[src/apf_pkg.sv]
package apf_pkg;

    localparam int MAX_ORDER   = 6;
    localparam int SAMPLE_BITS = 16;
    localparam int COEF_BITS   = 16;
    localparam int OUT_BITS    = 24;
    localparam int FRAC_BITS   = 14;
    localparam int ORDER_BITS  = 3;
    localparam int PROD_BITS   = COEF_BITS + OUT_BITS;
    // Six products plus the scaled sample fit with three guard bits.
    localparam int ACC_BITS    = PROD_BITS + 3;
    localparam int PADDR_BITS  = 5;
    localparam int PDATA_BITS  = 32;
    localparam int REG_IDX_BITS = 3;

    typedef logic [REG_IDX_BITS-1:0] reg_idx_t;

    localparam reg_idx_t REG_FILTER_ORDER = 3'd0;
    localparam reg_idx_t REG_TAP_COEF_0   = 3'd1;
    localparam reg_idx_t REG_TAP_COEF_5   = 3'd6;

    typedef logic [MAX_ORDER-1:0][OUT_BITS-1:0]  hist_t;
    typedef logic [MAX_ORDER-1:0][COEF_BITS-1:0] coef_arr_t;

    typedef struct packed {
        logic [ORDER_BITS-1:0] order;
        coef_arr_t             coef;
    } cfg_t;

    localparam logic [OUT_BITS-1:0] OUT_MAX_VAL = {1'b0, {(OUT_BITS-1){1'b1}}};
    localparam logic [OUT_BITS-1:0] OUT_MIN_VAL = {1'b1, {(OUT_BITS-1){1'b0}}};

endpackage

[src/apf_regs.sv]
module apf_regs (
    input  logic                              clk,
    input  logic                              rst_n,
    input  logic                              psel,
    input  logic                              penable,
    input  logic                              pwrite,
    input  logic [apf_pkg::PADDR_BITS-1:0]    paddr,
    input  logic [apf_pkg::PDATA_BITS-1:0]    pwdata,
    output logic [apf_pkg::PDATA_BITS-1:0]    prdata,
    output logic                              pready,
    output apf_pkg::cfg_t                     cfg
);
    import apf_pkg::*;

    cfg_t     cfg_reg;
    cfg_t     cfg_next;
    reg_idx_t reg_idx;
    reg_idx_t coef_idx;
    logic     wr_en;

    assign reg_idx  = paddr[PADDR_BITS-1:2];
    assign coef_idx = reg_idx - REG_TAP_COEF_0;
    assign wr_en    = psel && penable && pwrite;
    assign pready   = 1'b1;
    assign cfg      = cfg_reg;

    // Writes to addresses past the last coefficient are dropped.
    always_comb
    begin
        cfg_next = cfg_reg;
        if (wr_en)
        begin
            priority if (reg_idx == REG_FILTER_ORDER)
            begin
                cfg_next.order = pwdata[ORDER_BITS-1:0];
            end
            else if (reg_idx <= REG_TAP_COEF_5)
            begin
                cfg_next.coef[coef_idx] = pwdata[COEF_BITS-1:0];
            end
            else
            begin
                cfg_next = cfg_reg;
            end
        end
    end

    always_comb
    begin
        priority if (reg_idx == REG_FILTER_ORDER)
        begin
            prdata = PDATA_BITS'(cfg_reg.order);
        end
        else if (reg_idx <= REG_TAP_COEF_5)
        begin
            prdata = PDATA_BITS'($signed(cfg_reg.coef[coef_idx]));
        end
        else
        begin
            prdata = '0;
        end
    end

    always_ff @(posedge clk or negedge rst_n)
    begin
        if (!rst_n)
        begin
            cfg_reg.order <= ORDER_BITS'(1);
            cfg_reg.coef  <= '0;
        end
        else
        begin
            cfg_reg <= cfg_next;
        end
    end

endmodule

[config.mk]
export PLATFORM = sky130hd
export DESIGN_NAME = apf_regs
export DESIGN_NICKNAME = d
export VERILOG_FILES = /design/src/apf_pkg.sv /design/src/apf_regs.sv
export SDC_FILE = /design/constraint.sdc
export NUM_CORES = 1
export LEC_CHECK = 0
export BUFFER_PORTS_ARGS = -buffer_cell sky130_fd_sc_hd__buf_2
export CAP_MARGIN = 20
export CORE_MARGIN = 10
export CORE_UTILIZATION = 25
export DETAILED_ROUTE_END_ITERATION = 7
export PLACE_DENSITY = 0.58
export SYNTH_ARGS = -nofsm -noshare
export SYNTH_HDL_FRONTEND = slang
export SYNTH_SLANG_ARGS = --single-unit
[constraint.sdc]
create_clock -name clk -period 5.6 [get_ports clk]
set_input_delay 0 -clock clk [delete_from_list [all_inputs] [get_ports clk]]
set_output_delay 0 -clock clk [all_outputs]
set_load 0.01 [all_outputs]
==> impl_metrics.tcl, run 1 <==
set metrics [dict create \
    run_status "complete, no violations" \
    slew_viol_final 0 \
    share_of_layout_cells_above_drive_strength_1 0.609 \
    ys.warnings.count 0 \
    post_cts_buffers 0 \
    cts-root-buf "sky130_fd_sc_hd__clkbuf_16" \
    max_slew.worst_pin.slew_ns 1.08 \
    flip_flop_and_latch_count_after_synthesis 99 \
    final_min_period_over_clock_period 0.646 \
    max_reg_flops 99 \
    place.gp.congestion 0.756 \
    synth-seq-area-share 0.522 \
    timing_hold_violations_final 0 \
    cellLeakagePower_nw 3.13 \
    ioPinCount 174 \
    floorplan.die.width_um 158 \
    synth.distinct_cells 29 \
    cts_tree "done" \
    drt-pass1-iter-count 4 \
    final-setup-viol-count 0 \
    synth.cell_area_um2 4750 \
    critical_path_startpoint_category "input pin" \
    vias_per_cell 4.61 \
    crit_required_ns 5.60 \
    endpoint_kind "output pin" \
    dpl-instance-area_um2 5650 \
    min-delay-path-class "in -> reg" \
    grt_pass1_wl_um 22500 \
    grt_use_met2 0.202 \
    wire_per_inst_um 20.7 \
    die-area_um2 24900 \
    antenna-diode-count 0 \
    synth_fp_nets 374 \
    cp_max_fo 36 \
    async_s_r_ff_share_synth 1.00 \
    core_footprint_um2 18700 \
    netlist_instances 329 \
    gr-usage-all-layers 0.119 \
    tns_ns 0 \
    grt_start_max_net_pins 52 \
    postLayoutCellArea_um2 6080 \
    initial_cell_density_of_the_core 0.254 \
    synthFlopType "sky130_fd_sc_hd__dfrtp_1" \
    fillers 1878 \
    cap_viol_max_count 0 \
    clk_latency_ns 0.34 \
    final_cell_mix "sky130_fd_sc_hd__buf_2 (153), sky130_fd_sc_hd__mux2_2 (99), sky130_fd_sc_hd__dfrtp_1 (98)" \
    antenna_found_initial 0 \
    ctsHtreeMaxLevel 3 \
    cts-buffers-inserted 9 \
    first_global_vias 3645 \
    route.vias.total 3332 \
    port-buffer-count 154 \
    worst_slew_margin_rel 0.283 \
    drt_wl_total_um 14900 \
    chipHeight_um 158 \
    worstPathArrival_ns 3.62 \
    post_dp_hpwl_um 10300 \
    maxClockFrequency_ghz 0.276 \
    multi_input_comb_area_um2 2000 \
    rsz_0062_raised_after_global_routing "false" \
    total_area_of_sequential_cells_um2 2480 \
    peakVddDrop_uv 173 \
    grt_remaining_overflow 0 \
    final_common_cell "sky130_fd_sc_hd__buf_2" \
    min_period_ns 3.62 \
    gr-max-usage-layer "met2" \
    groute.layer.met1.usage 0.146 \
    drtIter0Drc 148 \
    clock_sinks 99 \
    worst_setup_hold_path_clk_slew_ns 0.06 \
    route.detailed.drc 0 \
    cellPowerDensity_nw_per_um2 368 \
    fin_worst_skew_ns 0 \
    cp_class "in -> out" \
    fp-row-count 50 \
    grt_util_met3 0.0309 \
    final_nets 528 \
    area.growth.synth_to_final_pct 28.1 \
    antenna_left 0 \
    clock_path_buffers 2 \
    post_cts.resized_instances 0 \
    synth_edf_count 0 \
    syn_avg_cell_area_um2 14.4 \
]
stage by stage:
| step | utilization | cells | setup WS [ns] | hold WS, ns | total power [mW] |
|---|---|---|---|---|---|
| after detailed placement | 0.302 | 690 | 1.78 | 0.0758 | 1.67 |
| final | 0.325 | 722 | 1.98 | 0.0197 | 2.24 |
| after CTS | 0.325 | 722 | 1.78 | 0.00166 | 2.29 |
| after global routing | 0.325 | 722 | 1.44 | 0.0125 | 2.39 |
| after global placement | 0.302 | 690 | 1.93 | 0.0591 | 1.65 |
| after floorplan | - | 329 | 3.30 | -0.296 | 1.37 |
power by group:
part | internal (mW) | switching [mW] | leakage [nW]
Sequential | 0.874 | 0.117 | 1.29
Clock | 0.314 | 0.277 | 0.139
Combinational | 0.334 | 0.325 | 1.70
layer usage:
layer | wire length (um) | up-vias
li1 | - | 1497
met1 | 6340 | 1725
met2 | 7480 | 99
met3 | 906 | 11
met4 | 214 | 0
met5 | 0 | -
path summary, 6_finish.rpt:
| check | start | end | slack [ns] | cells past startpoint |
|---|---|---|---|---|
| max in group asynchronous | rst_n | cfg[16] | 4.25 | 3 |
| worst min-delay path | pwdata[2] | cfg[18] | 0.02 | 2 |
| worst max-delay path | paddr[2] | prdata[25] | 1.98 | 8 |
| worst max register to register | cfg[74] | cfg[74] | 4.80 | 1 |
| worst min register to register | cfg[22] | cfg[22] | 0.53 | 1 |
| min in group asynchronous | rst_n | cfg[89] | 0.24 | 2 |
worst max-delay path: stages:
cell	delay, ns
sky130_fd_sc_hd__buf_2	0.07
sky130_fd_sc_hd__buf_4	0.57
sky130_fd_sc_hd__inv_1	0.25
sky130_fd_sc_hd__ha_1	0.59
sky130_fd_sc_hd__buf_4	0.38
sky130_fd_sc_hd__nand2_1	0.60
sky130_fd_sc_hd__o22ai_1	0.86
sky130_fd_sc_hd__buf_2	0.27
cells in the mapped netlist, drive strengths merged, types with 3 or more instances:
master	count	area, um2
nand2	7	26.3
mux2	99	1110
buf	31	215
nand2b	5	31.3
ha	3	37.5
o22ai	13	81.3
nor3	3	15.0
dfrtp	98	2450
mux4	16	360
inv	15	56.3
nor2	3	11.3
mux2i	16	160
o211ai	3	22.5
repair_timing:
item,in CTS,in global routing
endpoints found under the hold margin,140,0
setup endpoints to repair,0,0
hold buffers,16,0
cell families after synthesis:
kind of cell	count (synthesis)	synth area share
and+or+nand+nor	28	0.0382
other	1	0.000789
muxes	131	0.344
DFF	99	0.522
AOI/OAI and AO/OA	18	0.0250
xor gates and xnor gates	1	0.00342
buffers and inverters	48	0.0587
adders and majority gates	3	0.00790
area by class of cell:
class                           count  area share
Tap cell                          234      0.0481
Sequential cell                    99       0.407
Multi-Input combinational cell    182       0.329
Clock inverter                      6     0.00658
Inverter                           15     0.00925
Timing Repair Buffer              176       0.161
Clock buffer                       10      0.0393
Power figures use the tool's default switching activity.
==> run 2: changes to the inputs <==
--- a/config.mk
+++ b/config.mk
@@ -5,12 +5,13 @@
 export SDC_FILE = /design/constraint.sdc
 export NUM_CORES = 1
 export LEC_CHECK = 0
+export ABC_AREA = 1
 export BUFFER_PORTS_ARGS = -buffer_cell sky130_fd_sc_hd__buf_2
 export CAP_MARGIN = 20
 export CORE_MARGIN = 10
 export CORE_UTILIZATION = 25
 export DETAILED_ROUTE_END_ITERATION = 7
-export PLACE_DENSITY = 0.58
+export PLACE_DENSITY = 0.59
 export SYNTH_ARGS = -nofsm -noshare
 export SYNTH_HDL_FRONTEND = slang
 export SYNTH_SLANG_ARGS = --single-unit
==> constraint.sdc (replaced) <==
create_clock -name clk -period 3.05 [get_ports clk]
set_input_delay 0 -clock clk [delete_from_list [all_inputs] [get_ports clk]]
set_output_delay 0 -clock clk [all_outputs]
set_load 0.01 [all_outputs]
==> run 2 against run 1 <==
Net effect: combinational power is 97% higher; final cell count rose by 58%; worst hold slack better by 0.14 ns.
==> impl_metrics.tcl, run 2 <==
set metrics [dict create \
    run_status "complete, no violations" \
    postLayoutCellArea_um2 6680 \
    peakVddDrop_uv 358 \
    clock_path_buffers 2 \
    crit_required_ns 3.05 \
    final_nets 906 \
    port-buffer-count 154 \
    route.detailed.drc 0 \
    dr_wl_met2_um 9460 \
    timing_hold_violations_final 0 \
    drt-pass1-iter-count 5 \
    grt_remaining_overflow 0 \
    rsz_0062_raised_after_global_routing "false" \
    cts-root-buf "sky130_fd_sc_hd__clkbuf_16" \
    dr.max_layer_used "met4" \
    place.gp.congestion 0.797 \
    final-setup-viol-count 0 \
    initial_cell_density_of_the_core 0.255 \
    netSwitchingFraction 0.358 \
    synth.distinct_cells 23 \
    max_slew.worst_pin.slew_ns 0.829 \
    worstPathArrival_ns 2.01 \
    synth_fp_nets 772 \
    drt_wl_total_um 19400 \
    synthFlopType "sky130_fd_sc_hd__dfrtp_1" \
    grt_pass1_wl_um 30500 \
    slowest_stage "sky130_fd_sc_hd__inv_1" \
    fillers 2329 \
    vias_per_cell 4.50 \
    dpl-instance-area_um2 6200 \
    area.growth.synth_to_final_pct 24.5 \
    seqPwrFrac 0.416 \
    synth_edf_count 0 \
    ys.warnings.count 0 \
    flip_flop_and_latch_count_after_synthesis 99 \
    cp_cell_sequence "buf_2 -> inv_4 -> ha_1 -> inv_1 -> nand2_1 -> nand2_1 -> nand2_1 -> a21oi_1 -> buf_4 -> buf_2" \
    cap_viol_max_count 0 \
    netSwitchingPower_mw 1.56 \
    met1Wirelength_um 8540 \
    final_common_cell "sky130_fd_sc_hd__nand2_1" \
    cp_class "in -> out" \
    async_s_r_ff_share_synth 1.00 \
    grt_start_max_net_pins 60 \
    cpLargestDelayFamily "buffers and inverters" \
    antenna-diode-count 0 \
    endpoint_kind "output pin" \
    maxClockFrequency_ghz 0.498 \
    yosys-top-cells-count "sky130_fd_sc_hd__nand2_1 (348), sky130_fd_sc_hd__dfrtp_1 (98), sky130_fd_sc_hd__nand3_1 (96)" \
    cts_tree "done" \
    cp_max_fo 21 \
    antenna_left 0 \
    ys_top_cells_by_area "sky130_fd_sc_hd__dfrtp_1 (46%), sky130_fd_sc_hd__nand2_1 (24%), sky130_fd_sc_hd__nand3_1 (8.9%)" \
    critPathMostFrequentCell "sky130_fd_sc_hd__nand2_1" \
    final_min_period_over_clock_period 0.658 \
    final_cell_mix "sky130_fd_sc_hd__nand2_1 (348), sky130_fd_sc_hd__buf_2 (153), sky130_fd_sc_hd__dfrtp_1 (98)" \
    drtIter0Drc 381 \
    clock_sinks 99 \
    slew_viol_final 0 \
    syn_avg_cell_area_um2 7.39 \
    chipHeight_um 167 \
    clock_power_share 0.285 \
    ioPinCount 174 \
    first_global_vias 5042 \
    max_reg_flops 99 \
    power_report.internal_total_mw 2.80 \
    cts-buffers-inserted 9 \
    hold_slack_ns 0.156 \
    post_dp_hpwl_um 14200 \
    gr-usage-all-layers 0.138 \
    min_period_ns 2.01 \
    post_cts_buffers 0 \
    clk_latency_ns 0.35 \
    floorplan.die.width_um 167 \
    wire_per_inst_um 17.0 \
    top_count_cell_post_synth "sky130_fd_sc_hd__nand2_1" \
    ctsHtreeMaxLevel 3 \
    min-delay-path-class "in -> reg" \
    worst_slew_margin_rel 0.447 \
    antenna_found_initial 0 \
    route.vias.total 5131 \
    met3_length_um 1200 \
    core_footprint_um2 21100 \
    tns_ns 0 \
    synth-seq-area-share 0.462 \
    share_of_layout_cells_above_drive_strength_1 0.237 \
    critical_path_startpoint_category "input pin" \
    cellLeakagePower_nw 3.91 \
    fp-row-count 53 \
    p_comb_frac 0.299 \
    synth_top_area_frac 0.457 \
    die-area_um2 27700 \
    cellPowerDensity_nw_per_um2 652 \
    cp_num_buf_inv 5 \
    total_area_of_sequential_cells_um2 2480 \
    yosys.area.top_type "sky130_fd_sc_hd__dfrtp_1" \
    worst_setup_hold_path_clk_slew_ns 0.06 \
    multi_input_comb_area_um2 2350 \
    netlist_instances 727 \
    fin_total_pwr_mw 4.36 \
    synth.cell_area_um2 5370 \
    max_stage_delay_ns 0.58 \
    fin_worst_skew_ns 0 \
]
## run 2: tightest hold or removal path, delay by kind of cell
kind	cells	cell delay [ns]
buf+inv	2	0.16
simple gates	3	0.29
compound gates	1	0.05
## run 2: area by class of cell
cell class,instances,share of cell area
inverters,45,0.0260
multi-input cells,526,0.351
clock buffers,10,0.0343
flip-flops and latches,99,0.371
clock inverters,6,0.0133
well taps,275,0.0515
repair buffers,180,0.153
## run 2: path summary, 6_finish.rpt
check	startpoint	endpoint	slack (ns)	depth (start not counted)
max reg2reg	cfg[96]	cfg[96]	2.28	2
min	paddr[4]	cfg[96]	0.16	6
min reg2reg	cfg[51]	cfg[51]	0.49	2
min in group asynchronous	rst_n	cfg[89]	0.28	2
max	paddr[2]	prdata[23]	1.04	10
max in group asynchronous	rst_n	cfg[96]	1.99	3
## run 2: stage by stage
step,utilization,std cells,worst slack [ns]
CTS,0.317,1141,0.984
detailed placement,0.294,1108,0.786
finish,0.317,1141,1.04
floorplan,-,727,0.539
global route,0.317,1141,0.835
global placement,0.294,1108,0.811
## run 2: power by group through the flow
stage | Combinational (mW) | Clock (mW) | Sequential, mW
2_1_floorplan | 0.613 | 0 | 1.93
3_3_place_gp | 1.31 | 0 | 1.83
3_5_place_dp | 1.33 | 0 | 1.83
4_1_cts | 1.35 | 1.28 | 1.81
5_1_grt | 1.48 | 1.34 | 1.85
6_report | 1.30 | 1.24 | 1.81
## run 2: kinds of logic (layout without fill, tap and decap cells)
logic type / after synthesis / after routing / synth area share
and+or+nand+nor: 474 / 474 / 0.385
other: 1 / 1 / 0.000698
adders and majority gates: 3 / 3 / 0.00699
buffers and inverters: 102 / 241 / 0.101
AOI/OAI and AO/OA: 48 / 48 / 0.0447
DFF: 99 / 99 / 0.462
## run 2: what timing repair did
item | 4_1_cts | 5_1_grt
gates resized for setup | 0 | 0
setup endpoints to repair | 0 | 0
hold endpoints to repair | 140 | 0
hold buffers | 17 | 0
## run 2: metal layers
metal  vias to the layer above  global-route usage
li1                       2524                   -
met2                       150               0.231
met1                      2439               0.173
met5                         -                   0
met4                         0              0.0294
met3                        18              0.0410
